===== src/esc_pkg.sv =====
// shared types, constants and helpers of the epoch seconds to calendar converter
// no dependencies
`default_nettype none

package esc_pkg;

    localparam int unsigned SECS_PER_DAY    = 86400;
    localparam int unsigned SECS_PER_HOUR   = 3600;
    localparam int unsigned SECS_PER_MIN    = 60;
    localparam int unsigned LEAP_CYCLE      = 400;
    localparam int unsigned CENTURY         = 100;
    localparam logic [11:0] BASE_YEAR_RESET = 12'd1930;

    // field widths
    localparam int unsigned IN_W    = 32;
    localparam int unsigned DAYS_W  = 16;
    localparam int unsigned HOUR_W  = 5;
    localparam int unsigned MIN_W   = 6;
    localparam int unsigned SEC_W   = 6;
    localparam int unsigned YEAR_W  = 12;
    localparam int unsigned MONTH_W = 4;
    localparam int unsigned DAY_W   = 5;
    localparam int unsigned FIELDS_W = DAYS_W + HOUR_W + MIN_W + SEC_W + YEAR_W + MONTH_W
                                     + DAY_W;
    localparam int unsigned OUT_W   = ((FIELDS_W + 7) / 8) * 8;

    // reciprocals for exact division by constants, q = (x * recip) >> shift
    //   days:      (seconds >> 7) / 675, shift 35
    //   hours:     (rest >> 4) / 225, shift 21
    //   minutes:   (rest >> 2) / 15, shift 14
    //   400 years: (year >> 4) / 25, shift 13
    localparam logic [25:0] DAY_RECIP  = 26'd50903317;
    localparam logic [13:0] HOUR_RECIP = 14'd9321;
    localparam logic [10:0] MIN_RECIP  = 11'd1093;
    localparam logic [8:0]  CYC_RECIP  = 9'd328;

    // datapath operations
    typedef enum logic [3:0] {
        ESC_OP_NONE,
        ESC_OP_LOAD,
        ESC_OP_DAY,
        ESC_OP_DAY_REM,
        ESC_OP_HOUR,
        ESC_OP_HOUR_REM,
        ESC_OP_MIN,
        ESC_OP_MIN_REM,
        ESC_OP_YEAR,
        ESC_OP_MONTH,
        ESC_OP_CAPTURE
    } esc_op_t;

    // controller to datapath
    typedef struct packed {
        esc_op_t    op;
    } esc_cmd_t;

    // datapath to controller
    typedef struct packed {
        logic year_more;
        logic month_more;
    } esc_stat_t;

    // length of month m (1 = january)
    function automatic logic [4:0] month_len(input logic [3:0] m, input logic leap);
        logic [4:0] len;
        case (m)
            4'd2:                       len = leap ? 5'd29 : 5'd28;
            4'd4, 4'd6, 4'd9, 4'd11:    len = 5'd30;
            default:                    len = 5'd31;
        endcase
        return len;
    endfunction

endpackage

`default_nettype wire


===== src/esc_ctrl.sv =====
// sequencer of the epoch seconds to calendar converter
// depends on esc_pkg
`default_nettype none

module esc_ctrl (
    input  wire logic             clk,
    input  wire logic             rst_n,
    input  wire logic             s_tvalid,
    output logic                  s_tready,
    output logic                  m_tvalid,
    input  wire logic             m_tready,
    output esc_pkg::esc_cmd_t     cmd,
    input  wire esc_pkg::esc_stat_t stat
);

    typedef enum logic [3:0] {
        ST_IDLE,
        ST_DAY,
        ST_DAY_REM,
        ST_HOUR,
        ST_HOUR_REM,
        ST_MIN,
        ST_MIN_REM,
        ST_YEAR,
        ST_MONTH,
        ST_FINISH
    } state_t;

    state_t     state_reg, state_next;
    logic       out_valid_reg, out_valid_next;
    logic       out_free;

    assign out_free = !out_valid_reg || m_tready;
    assign s_tready = (state_reg == ST_IDLE);
    assign m_tvalid = out_valid_reg;

    // next state and command
    always_comb
    begin
        state_next     = state_reg;
        out_valid_next = out_valid_reg && !m_tready;
        cmd.op         = esc_pkg::ESC_OP_NONE;
        case (state_reg)
            ST_IDLE:
            begin
                if (s_tvalid)
                begin
                    cmd.op     = esc_pkg::ESC_OP_LOAD;
                    state_next = ST_DAY;
                end
            end
            ST_DAY:
            begin
                cmd.op     = esc_pkg::ESC_OP_DAY;
                state_next = ST_DAY_REM;
            end
            ST_DAY_REM:
            begin
                cmd.op     = esc_pkg::ESC_OP_DAY_REM;
                state_next = ST_HOUR;
            end
            ST_HOUR:
            begin
                cmd.op     = esc_pkg::ESC_OP_HOUR;
                state_next = ST_HOUR_REM;
            end
            ST_HOUR_REM:
            begin
                cmd.op     = esc_pkg::ESC_OP_HOUR_REM;
                state_next = ST_MIN;
            end
            ST_MIN:
            begin
                cmd.op     = esc_pkg::ESC_OP_MIN;
                state_next = ST_MIN_REM;
            end
            ST_MIN_REM:
            begin
                cmd.op     = esc_pkg::ESC_OP_MIN_REM;
                state_next = ST_YEAR;
            end
            ST_YEAR:
            begin
                cmd.op = esc_pkg::ESC_OP_YEAR;
                if (!stat.year_more)
                begin
                    state_next = ST_MONTH;
                end
            end
            ST_MONTH:
            begin
                cmd.op = esc_pkg::ESC_OP_MONTH;
                if (!stat.month_more)
                begin
                    state_next = ST_FINISH;
                end
            end
            ST_FINISH:
            begin
                if (out_free)
                begin
                    cmd.op         = esc_pkg::ESC_OP_CAPTURE;
                    out_valid_next = 1'b1;
                    state_next     = ST_IDLE;
                end
            end
            default:
            begin
                state_next = ST_IDLE;
            end
        endcase
    end

    // state and registered outputs
    always_ff @(posedge clk or negedge rst_n)
    begin
        if (!rst_n)
        begin
            state_reg     <= ST_IDLE;
            out_valid_reg <= 1'b0;
        end
        else
        begin
            state_reg     <= state_next;
            out_valid_reg <= out_valid_next;
        end
    end

endmodule

`default_nettype wire


===== src/esc_datapath.sv =====
// working registers, step arithmetic and result register of the converter
// depends on esc_pkg
`default_nettype none

module esc_datapath (
    input  wire logic                        clk,
    input  wire logic                        rst_n,
    input  wire logic                        cfg_wr_en,
    input  wire logic [esc_pkg::YEAR_W-1:0]  cfg_wr_data,
    input  wire logic [esc_pkg::IN_W-1:0]    s_tdata,
    output logic      [esc_pkg::OUT_W-1:0]   m_tdata,
    input  wire esc_pkg::esc_cmd_t           cmd,
    output esc_pkg::esc_stat_t               stat
);

    logic [11:0] base_year_reg;

    logic [31:0] rem_reg, rem_next;
    logic [15:0] days_reg, days_next;
    logic [4:0]  hour_reg, hour_next;
    logic [5:0]  min_reg, min_next;
    logic [3:0]  cyc_reg, cyc_next;
    logic [11:0] m400_reg, m400_next;
    logic [6:0]  m100_reg, m100_next;
    logic [12:0] year_reg, year_next;
    logic [3:0]  month_reg, month_next;
    logic [15:0] left_reg, left_next;
    logic [esc_pkg::OUT_W-1:0] out_reg, out_next;

    logic [50:0] day_quo_prod;
    logic [31:0] day_rem_prod;
    logic [25:0] hour_quo_prod;
    logic [16:0] hour_rem_prod;
    logic [19:0] min_quo_prod;
    logic [11:0] min_rem_prod;
    logic [16:0] cyc_quo_prod;
    logic [11:0] cyc_rem_prod;
    logic [11:0] hund_sel;
    logic        leap;
    logic [8:0]  ylen;
    logic [4:0]  mlen;
    logic [4:0]  day_of_month;

    // quotients by reciprocal multiplication, exact over each operand range
    assign day_quo_prod  = 51'(rem_reg[31:7]) * 51'(esc_pkg::DAY_RECIP);
    assign hour_quo_prod = 26'(rem_reg[16:4]) * 26'(esc_pkg::HOUR_RECIP);
    assign min_quo_prod  = 20'(rem_reg[11:2]) * 20'(esc_pkg::MIN_RECIP);
    assign cyc_quo_prod  = 17'(m400_reg[11:4]) * 17'(esc_pkg::CYC_RECIP);

    // quotient times divisor for the remainders
    assign day_rem_prod  = 32'(days_reg) * 32'(esc_pkg::SECS_PER_DAY);
    assign hour_rem_prod = 17'(hour_reg) * 17'(esc_pkg::SECS_PER_HOUR);
    assign min_rem_prod  = 12'(min_reg) * 12'(esc_pkg::SECS_PER_MIN);
    assign cyc_rem_prod  = 12'(cyc_reg) * 12'(esc_pkg::LEAP_CYCLE);

    // year mod 100 from year mod 400
    always_comb
    begin
        if (m400_reg >= 12'(3 * esc_pkg::CENTURY))
            hund_sel = 12'(3 * esc_pkg::CENTURY);
        else if (m400_reg >= 12'(2 * esc_pkg::CENTURY))
            hund_sel = 12'(2 * esc_pkg::CENTURY);
        else if (m400_reg >= 12'(esc_pkg::CENTURY))
            hund_sel = 12'(esc_pkg::CENTURY);
        else
            hund_sel = 12'd0;
    end

    // leap rule on the walked year
    assign leap = ((year_reg[1:0] == 2'd0) && (m100_reg != 7'd0)) || (m400_reg == 12'd0);
    assign ylen = leap ? 9'd366 : 9'd365;
    assign mlen = esc_pkg::month_len(month_reg, leap);

    assign stat.year_more  = (left_reg >= {7'd0, ylen});
    assign stat.month_more = (left_reg >= {11'd0, mlen});

    assign day_of_month = left_reg[4:0] + 5'd1;

    // step operations
    always_comb
    begin
        rem_next   = rem_reg;
        days_next  = days_reg;
        hour_next  = hour_reg;
        min_next   = min_reg;
        cyc_next   = cyc_reg;
        m400_next  = m400_reg;
        m100_next  = m100_reg;
        year_next  = year_reg;
        month_next = month_reg;
        left_next  = left_reg;
        out_next   = out_reg;
        case (cmd.op)
            esc_pkg::ESC_OP_LOAD:
            begin
                rem_next   = s_tdata;
                m400_next  = base_year_reg;
                year_next  = {1'b0, base_year_reg};
                month_next = 4'd1;
            end
            esc_pkg::ESC_OP_DAY:
            begin
                days_next = day_quo_prod[50:35];
                cyc_next  = cyc_quo_prod[16:13];
            end
            esc_pkg::ESC_OP_DAY_REM:
            begin
                rem_next  = rem_reg - day_rem_prod;
                m400_next = m400_reg - cyc_rem_prod;
                left_next = days_reg;
            end
            esc_pkg::ESC_OP_HOUR:
            begin
                hour_next = hour_quo_prod[25:21];
                m100_next = 7'(m400_reg - hund_sel);
            end
            esc_pkg::ESC_OP_HOUR_REM:
            begin
                rem_next = rem_reg - {15'd0, hour_rem_prod};
            end
            esc_pkg::ESC_OP_MIN:
            begin
                min_next = min_quo_prod[19:14];
            end
            esc_pkg::ESC_OP_MIN_REM:
            begin
                rem_next = rem_reg - {20'd0, min_rem_prod};
            end
            esc_pkg::ESC_OP_YEAR:
            begin
                if (stat.year_more)
                begin
                    left_next = left_reg - {7'd0, ylen};
                    year_next = year_reg + 13'd1;
                    m400_next = (m400_reg == 12'(esc_pkg::LEAP_CYCLE - 1)) ? 12'd0
                                                                           : m400_reg + 12'd1;
                    m100_next = (m100_reg == 7'(esc_pkg::CENTURY - 1)) ? 7'd0
                                                                       : m100_reg + 7'd1;
                end
            end
            esc_pkg::ESC_OP_MONTH:
            begin
                if (stat.month_more)
                begin
                    left_next  = left_reg - {11'd0, mlen};
                    month_next = month_reg + 4'd1;
                end
            end
            esc_pkg::ESC_OP_CAPTURE:
            begin
                out_next = {{(esc_pkg::OUT_W - esc_pkg::FIELDS_W){1'b0}},
                            day_of_month, month_reg, year_reg[11:0], rem_reg[5:0],
                            min_reg, hour_reg, days_reg};
            end
            default:
            begin
            end
        endcase
    end

    // configuration register
    always_ff @(posedge clk or negedge rst_n)
    begin
        if (!rst_n)
        begin
            base_year_reg <= esc_pkg::BASE_YEAR_RESET;
        end
        else if (cfg_wr_en)
        begin
            base_year_reg <= cfg_wr_data;
        end
    end

    // working and result registers
    always_ff @(posedge clk)
    begin
        rem_reg   <= rem_next;
        days_reg  <= days_next;
        hour_reg  <= hour_next;
        min_reg   <= min_next;
        cyc_reg   <= cyc_next;
        m400_reg  <= m400_next;
        m100_reg  <= m100_next;
        year_reg  <= year_next;
        month_reg <= month_next;
        left_reg  <= left_next;
        out_reg   <= out_next;
    end

    assign m_tdata = out_reg;

endmodule

`default_nettype wire


===== src/epoch_seconds_to_calendar.sv =====
// top level of the epoch seconds to calendar converter
// depends on esc_pkg, esc_ctrl and esc_datapath
//
// usage
//   s_tdata carries one request: seconds since 1 january 00:00:00 of base_year.
//   m_tdata carries the result: whole days, time of day and gregorian date.
//   cfg_wr_en / cfg_wr_data write base_year (12 bits); write only while idle.
// timing
//   one request at a time; s_tready is high only while the sequencer is idle.
//   a request runs through the states day, day_rem, hour, hour_rem, min and
//   min_rem, which split the seconds into days, hour, minute and second by
//   reciprocal multiplies and remainders, then through a year walk over Y whole
//   years (up to 136) and a month walk over M whole months (up to 11); the finish
//   state loads the result register and only then is the next request taken.
// reset and stall
//   rst_n clears the sequencer and the output valid and sets base_year to 1930.
//   the result sits in its own register; a new request is taken while it waits,
//   and a finished conversion waits in the sequencer until that register frees.
`default_nettype none

module epoch_seconds_to_calendar (
    input  wire logic                        clk,
    input  wire logic                        rst_n,
    input  wire logic                        cfg_wr_en,
    input  wire logic [esc_pkg::YEAR_W-1:0]  cfg_wr_data,
    input  wire logic                        s_tvalid,
    output logic                             s_tready,
    // elapsed_seconds[31:0]
    input  wire logic [esc_pkg::IN_W-1:0]    s_tdata,
    output logic                             m_tvalid,
    input  wire logic                        m_tready,
    // whole_days[15:0], hour[20:16], minute[26:21], second[32:27],
    // year[44:33], month[48:45], day[53:49], zero fill[55:54]
    output logic      [esc_pkg::OUT_W-1:0]   m_tdata
);

    esc_pkg::esc_cmd_t  cmd;
    esc_pkg::esc_stat_t stat;

    esc_ctrl u_ctrl (
        .clk      (clk),
        .rst_n    (rst_n),
        .s_tvalid (s_tvalid),
        .s_tready (s_tready),
        .m_tvalid (m_tvalid),
        .m_tready (m_tready),
        .cmd      (cmd),
        .stat     (stat)
    );

    esc_datapath u_datapath (
        .clk         (clk),
        .rst_n       (rst_n),
        .cfg_wr_en   (cfg_wr_en),
        .cfg_wr_data (cfg_wr_data),
        .s_tdata     (s_tdata),
        .m_tdata     (m_tdata),
        .cmd         (cmd),
        .stat        (stat)
    );

endmodule

`default_nettype wire


===== config.mk =====
export PLATFORM = sky130hd
export DESIGN_NAME = epoch_seconds_to_calendar
export DESIGN_NICKNAME = d
export VERILOG_FILES = /design/src/esc_pkg.sv /design/src/esc_ctrl.sv /design/src/esc_datapath.sv /design/src/epoch_seconds_to_calendar.sv
export SDC_FILE = /design/constraint.sdc
export NUM_CORES = 2
export LEC_CHECK = 0
export BUFFER_PORTS_ARGS = -buffer_cell sky130_fd_sc_hd__buf_2
export CAP_MARGIN = 20
export CORE_MARGIN = 2
export CORE_UTILIZATION = 45
export DETAILED_ROUTE_END_ITERATION = 7
export PLACE_DENSITY_LB_ADDON = 0.05
export SYNTH_ARGS = -nofsm -noshare
export SYNTH_HDL_FRONTEND = slang
export SYNTH_SLANG_ARGS = --single-unit

===== constraint.sdc =====
create_clock -name clk -period 8.9 [get_ports clk]
set_input_delay 1.78 -clock clk [delete_from_list [all_inputs] [get_ports clk]]
set_output_delay 1.78 -clock clk [all_outputs]
set_load 0.005 [all_outputs]

# [After elaboration in Yosys (flattened, before gate mapping)]
# Index checks and enable logic that the tools add are counted.
[totals] regBits=186 output_inout_bits=58 inputBits=49
[classes] reduce_logical=23 n_addsub=12 n_eq_ne=32 mul=8 n_lt_le_gt_ge=5 muxes=30
[ops] operator="case mux 32 bit (4 select lines)" count=1
[ops] operator="case mux 4 bit (10 select lines)" count=2
[ops] operator="multiplier 25 x 26 -> 51 bit (second input constant)" count=1
[ops] operator="case mux 16 bit (3 select lines)" count=1
[ops] operator="== test 4 x 3 -> 1 bit (second input constant)" count=10
[ops] operator="case mux 12 bit (3 select lines)" count=1
[ops] operator="2-to-1 mux 7 bit" count=5
[ops] operator="2-to-1 mux 16 bit" count=2
[ops] operator="subtractor 32 x 12 -> 32 bit" count=1
[ops] operator="subtractor 32 x 17 -> 32 bit" count=1
[ops] operator="subtractor 32 bit" count=1
[ops] operator="== test 4 bit (second input constant)" count=7
[ops] operator="multiplier 13 x 14 -> 26 bit (second input constant)" count=1
[ops] operator="case mux 13 bit (2 select lines)" count=1
[ops] operator="multiplier 16 x 10 -> 25 bit (second input constant)" count=1
[ops] operator="2-to-1 mux 12 bit" count=2
[ops] operator="2-to-1 mux 4 bit" count=6
[ops] operator="== test 4 x 2 -> 1 bit (second input constant)" count=5
[ops] operator="multiplier 10 x 11 -> 20 bit (second input constant)" count=1
[ops] operator=">= comparator 16 x 5 -> 1 bit" count=1
[ops] operator=">= comparator 16 x 9 -> 1 bit" count=1
[ops] operator="subtractor 16 x 5 -> 16 bit" count=1
[ops] operator="subtractor 16 x 9 -> 16 bit" count=1
[ops] operator="multiplier 8 x 6 -> 14 bit (second input constant)" count=1
[ops] operator="38 further kinds" count=55

# [Longest topological paths before layout]
[logic_depth] word_depth=8 ltp_mapped=28

# [Hierarchy]
# From an unflattened synthesis, not the netlist that was laid out.
[unflattened] cells_unflattened=2791 hier_area_um2=28081.9
[modules_own_cells] module="esc_datapath" n_inst=1 cells_per_inst=2753 area_per_inst_um2=27754.1
[modules_own_cells] module="esc_ctrl" n_inst=1 cells_per_inst=38 area_per_inst_um2=327.8

# [Worst setup path after synthesis]
# OpenSTA, ideal clock, no wires.
[synth_timing] path_type="reg-to-reg" from="reg u_datapath.rem_reg[28]" to="reg u_datapath.days_reg[12] (data pin)" arrival_ps=6414 period_less_slack_ps=6672 path_buffers=0 stages_incl_launch_ff=26 slack_ps=2228 cell_sequence="edfxtp_1 -> fa_1 -> ha_1 -> inv_1 -> fa_1 -> inv_1 -> fa_1 -> inv_1 -> fa_1 -> inv_1 -> fa_1 -> inv_1 -> fa_1 -> inv_1 -> ha_1 -> nand2_1 -> nor2_1 -> or4b_4 -> a311oi_2 -> o2bb2ai_2 -> a31oi_4 -> o21ai_2 -> o21ai_1 -> o21bai_1 -> a211oi_1 -> nor2_1"
[synth_between] elab_chain_cells=1
[synth_rtl] element="start, declared" line="esc_datapath.sv:18" text="logic [31:0] rem_reg, rem_next;"
[synth_rtl] element="start signal, assigned" line="esc_datapath.sv:177" text="rem_reg <= rem_next;"
[synth_rtl] element="multiplier 25 x 26 -> 51 bit" line="esc_datapath.sv:45" text="assign day_quo_prod = 51'(rem_reg[31:7]) * 51'(esc_pkg::DAY_RECIP);"
[synth_rtl] element="named net u_datapath.day_quo_prod[47]" line="esc_datapath.sv:30" text="logic [50:0] day_quo_prod;"
[synth_rtl] element="end signal, assigned" line="esc_datapath.sv:178" text="days_reg <= days_next;"
[synth_rtl] element="end, declared" line="esc_datapath.sv:19" text="logic [15:0] days_reg, days_next;"
# The timed path passes the listed nets, and every way through them passes these cells.
# A chain may end at the register's enable or synchronous reset.

# [Final worst setup path]
[layout_timing] from="reg u_datapath.rem_reg[13]" to="reg u_datapath.days_reg[15] (data pin)"
# The elaborated chain is that of the path after synthesis.

==> flow_summary.json <==
{
  "routed_via_density": 5.397,
  "skew_ns": 0.02191,
  "worstPathArrival_ns": 7.59,
  "die_y_um": 252.5,
  "drive_above_1_share": 0.07443,
  "syn_area_mm2": 0.02779,
  "period_minus_slack_ns": 7.380,
  "fin_crit_sh": 0.8292,
  "synthCells": 2758,
  "setup_ws_ns": 1.520,
  "cts_made_buffers": 17,
  "cts_sinks": 185,
  "syn_area_per_cell_um2": 10.08,
  "reg2reg_slack_ns": 1.52,
  "die-area_mm2": 0.06376,
  "fmax_mhz": 135.5,
  "syn2layout_area_growth_pct": 7.843,
  "cp_max_fo": 15,
  "grt.total_usage": 0.2341,
  "postCtsResizedCells": 0,
  "start_util": 0.4528,
  "drc_errors": 0,
  "grt_pass1_wl_um": 116100,
  "cts_hold_buf": 0,
  "largest_reg_flops": 54,
  "row_count": 91,
  "vias": 19790,
  "synth.area.top_cells": "ha_1 29%, fa_1 19%, edfxtp_1 18%",
  "maxCapViolations": 0,
  "synth-main-ff-cell": "edfxtp_1",
  "clk_pin_slew_ns": 0.08,
  "dp_hpwl_um": 60070,
  "rr_endpoint": "u_datapath.days_reg[15]$_DFFE_PN_",
  "drt_first_pass_iters": 5,
  "relSlewSlack": 0.4231,
  "r2r_start": "u_datapath.rem_reg[13]$_DFFE_PP_",
  "wl_per_cell_um": 19.53,
  "routabilityCongestion": 0.8932,
  "hold_start": "u_datapath.rem_reg[0]$_DFFE_PP_",
  "hold-path-endpoint": "u_datapath.m_tdata[27]$_DFFE_PN_",
  "cts_htree_levels": 4,
  "drtIter0Drc": 1043,
  "ys_ff_latch": 185,
  "synth_cell_type_count": 78,
  "worstRegToRegCells": 24,
  "nNetsFinal": 3815,
  "rsz0062_at_grt": "false",
  "max_slew.worst_pin.slew_ns": 0.8629,
  "yosysMostFrequentCell": "ha_1",
  "holdCritPathClass": "reg2reg",
  "grt_max_degree": 54,
  "io_pins": 107,
  "synthArstFlopShare": 0.09189,
  "synth_commonest_cells": "635 x ha_1, 543 x inv_1, 269 x fa_1",
  "portBuffers": 104,
  "synth_edf_count": 168,
  "post-place-ws_ns": 1.575,
  "grt_pass1_vias": 20990,
  "coreArea_mm2": 0.06137,
  "crit_path_end_kind": "flop",
  "maxSlewViolCount": 0,
  "yosysTopAreaCell": "ha_1",
  "tns_ns": 0,
  "place_inst": 3632,
  "clockBufferDepth": 2,
  "cts_root_buffer": "clkbuf_16",
  "synth_top_area_frac": 0.2859,
  "synth-seq-area-share": 0.1971,
  "yosysWarnings": 0,
  "cts_tree": "built",
  "antenna_left": 0,
  "die_x_um": 252.5,
  "overflow": 0,
  "cp_data_required_time_ns": 9.11,
  "final_cell_count_no_fill": 3666,
  "hold_violations": 0,
  "crit_type": "reg2reg",
  "start_kind": "flop",
  "setup_violations": 0,
  "clk_latency_ns": 0.47,
  "antenna_found_initial": 2,
  "status": "finished, final reports clean",
  "worstHoldPathCells": 0,
  "cts_setup_buffers": 0,
  "drt_wl_total_um": 71610
}
-- cells by family (layout without fill, tap and decap cells) --
kind of cell,after synthesis,after routing,synth area share
fa+ha+maj,904,904,0.4797
buf+inv,588,704,0.07969
compound gates,467,467,0.1131
simple gates,443,443,0.07551
flops,185,185,0.1971
xor+xnor,157,157,0.04948
mux,13,13,0.005223
other cells,1,3,0.0001349
-- cell type report --
cell class	instances	area (um^2)
fillers	5745	31400
multi-input cells	1986	20130
flip-flops and latches	185	5478
inverters	543	2038
well taps	790	988.4
repair buffers	129	705.7
clock buffers	17	425.4
clock inverters	15	196.4
diodes	1	2.502
-- worst max-delay path by stage --
stage | from | endpoint | slack, ns | cells after the start
finish | u_datapath.rem_reg[13]$_DFFE_PP_ | u_datapath.days_reg[15]$_DFFE_PN_ | 1.52 | 24
global route | u_datapath.rem_reg[13]$_DFFE_PP_ | u_datapath.days_reg[15]$_DFFE_PN_ | 1.06 | 24
CTS | u_datapath.rem_reg[13]$_DFFE_PP_ | u_datapath.days_reg[15]$_DFFE_PN_ | 1.50 | 24
detailed placement | u_datapath.rem_reg[13]$_DFFE_PP_ | u_datapath.days_reg[15]$_DFFE_PN_ | 1.58 | 24
global placement | u_datapath.rem_reg[13]$_DFFE_PP_ | u_datapath.days_reg[15]$_DFFE_PN_ | 1.70 | 24
floorplan | u_datapath.rem_reg[28]$_DFFE_PP_ | u_datapath.days_reg[12]$_DFFE_PN_ | 2.23 | 25
-- through the flow --
step                  util  instance area (um^2)  hold WS, ns
floorplan                -                 27790       0.4003
global placement    0.4781                 29340       0.4031
detailed placement  0.4781                 29340       0.4063
CTS                 0.4882                 29960       0.4260
global route        0.4883                 29970       0.4394
finish              0.4883                 29970       0.4226
-- routing by layer --
layer | vias to the layer above | track usage | part of all wire
met5 | - | 0 | 0
met1 | 9757 | 0.3142 | 0.45
met4 | 0 | 0.05579 | 0.018
met3 | 64 | 0.01761 | 0.027
li1 | 9622 | - | -
met2 | 342 | 0.4105 | 0.50
-- layout by cell type (no fill, tap or decap), types with 9 or more instances in the layout --
| cell type | synthesis | routed |
|---|---|---|
| ha_1 | 635 | 635 |
| inv_1 | 543 | 543 |
| fa_1 | 269 | 269 |
| edfxtp_1 | 168 | 168 |
| nand2_1 | 131 | 131 |
| a21oi_1 | 112 | 111 |
| nor2_1 | 110 | 109 |
| buf_2 | 0 | 104 |
| xnor2_1 | 100 | 100 |
| o21ai_0 | 89 | 89 |
| xor2_1 | 57 | 57 |
| a21o_1 | 46 | 46 |
| nand3_1 | 38 | 38 |
| nor3_1 | 40 | 36 |
| buf_4 | 2 | 24 |
| nor2b_1 | 22 | 22 |
| o21a_1 | 21 | 21 |
| a22oi_1 | 18 | 18 |
| a31oi_1 | 18 | 18 |
| nand2b_1 | 17 | 17 |
| clkbuf_16 | 0 | 17 |
| nand4_1 | 16 | 16 |
| o22ai_1 | 16 | 16 |
| and3_1 | 16 | 16 |
| and2_1 | 15 | 15 |
| o211ai_1 | 15 | 15 |
| o21bai_1 | 14 | 14 |
| or3_1 | 13 | 13 |
| mux2_2 | 12 | 12 |
| dfrtp_1 | 11 | 11 |
| a221o_1 | 10 | 10 |
| nor4_1 | 9 | 9 |
| o221ai_1 | 9 | 9 |
| a211oi_1 | 9 | 9 |
-- worst max-delay path, cell delays in order, from the launching register on --
cell	delay (ns)
edfxtp_1	0.88
inv_1	0.20
ha_1	0.40
fa_1	0.49
ha_1	0.28
inv_1	0.05
fa_1	0.51
inv_1	0.06
fa_1	0.49
inv_1	0.06
fa_1	0.54
inv_1	0.06
fa_1	0.49
ha_1	0.31
o21a_1	0.12
o211ai_1	0.10
a2111oi_0	0.39
a21boi_1	0.36
o2bb2ai_2	0.25
a31oi_4	0.14
o21ai_2	0.29
o211ai_2	0.15
a31oi_1	0.28
a21oi_2	0.10
xnor2_1	0.12
Power is not shown: default switching activity piles up to over one toggle a cycle in this logic, so the estimate is an artifact.
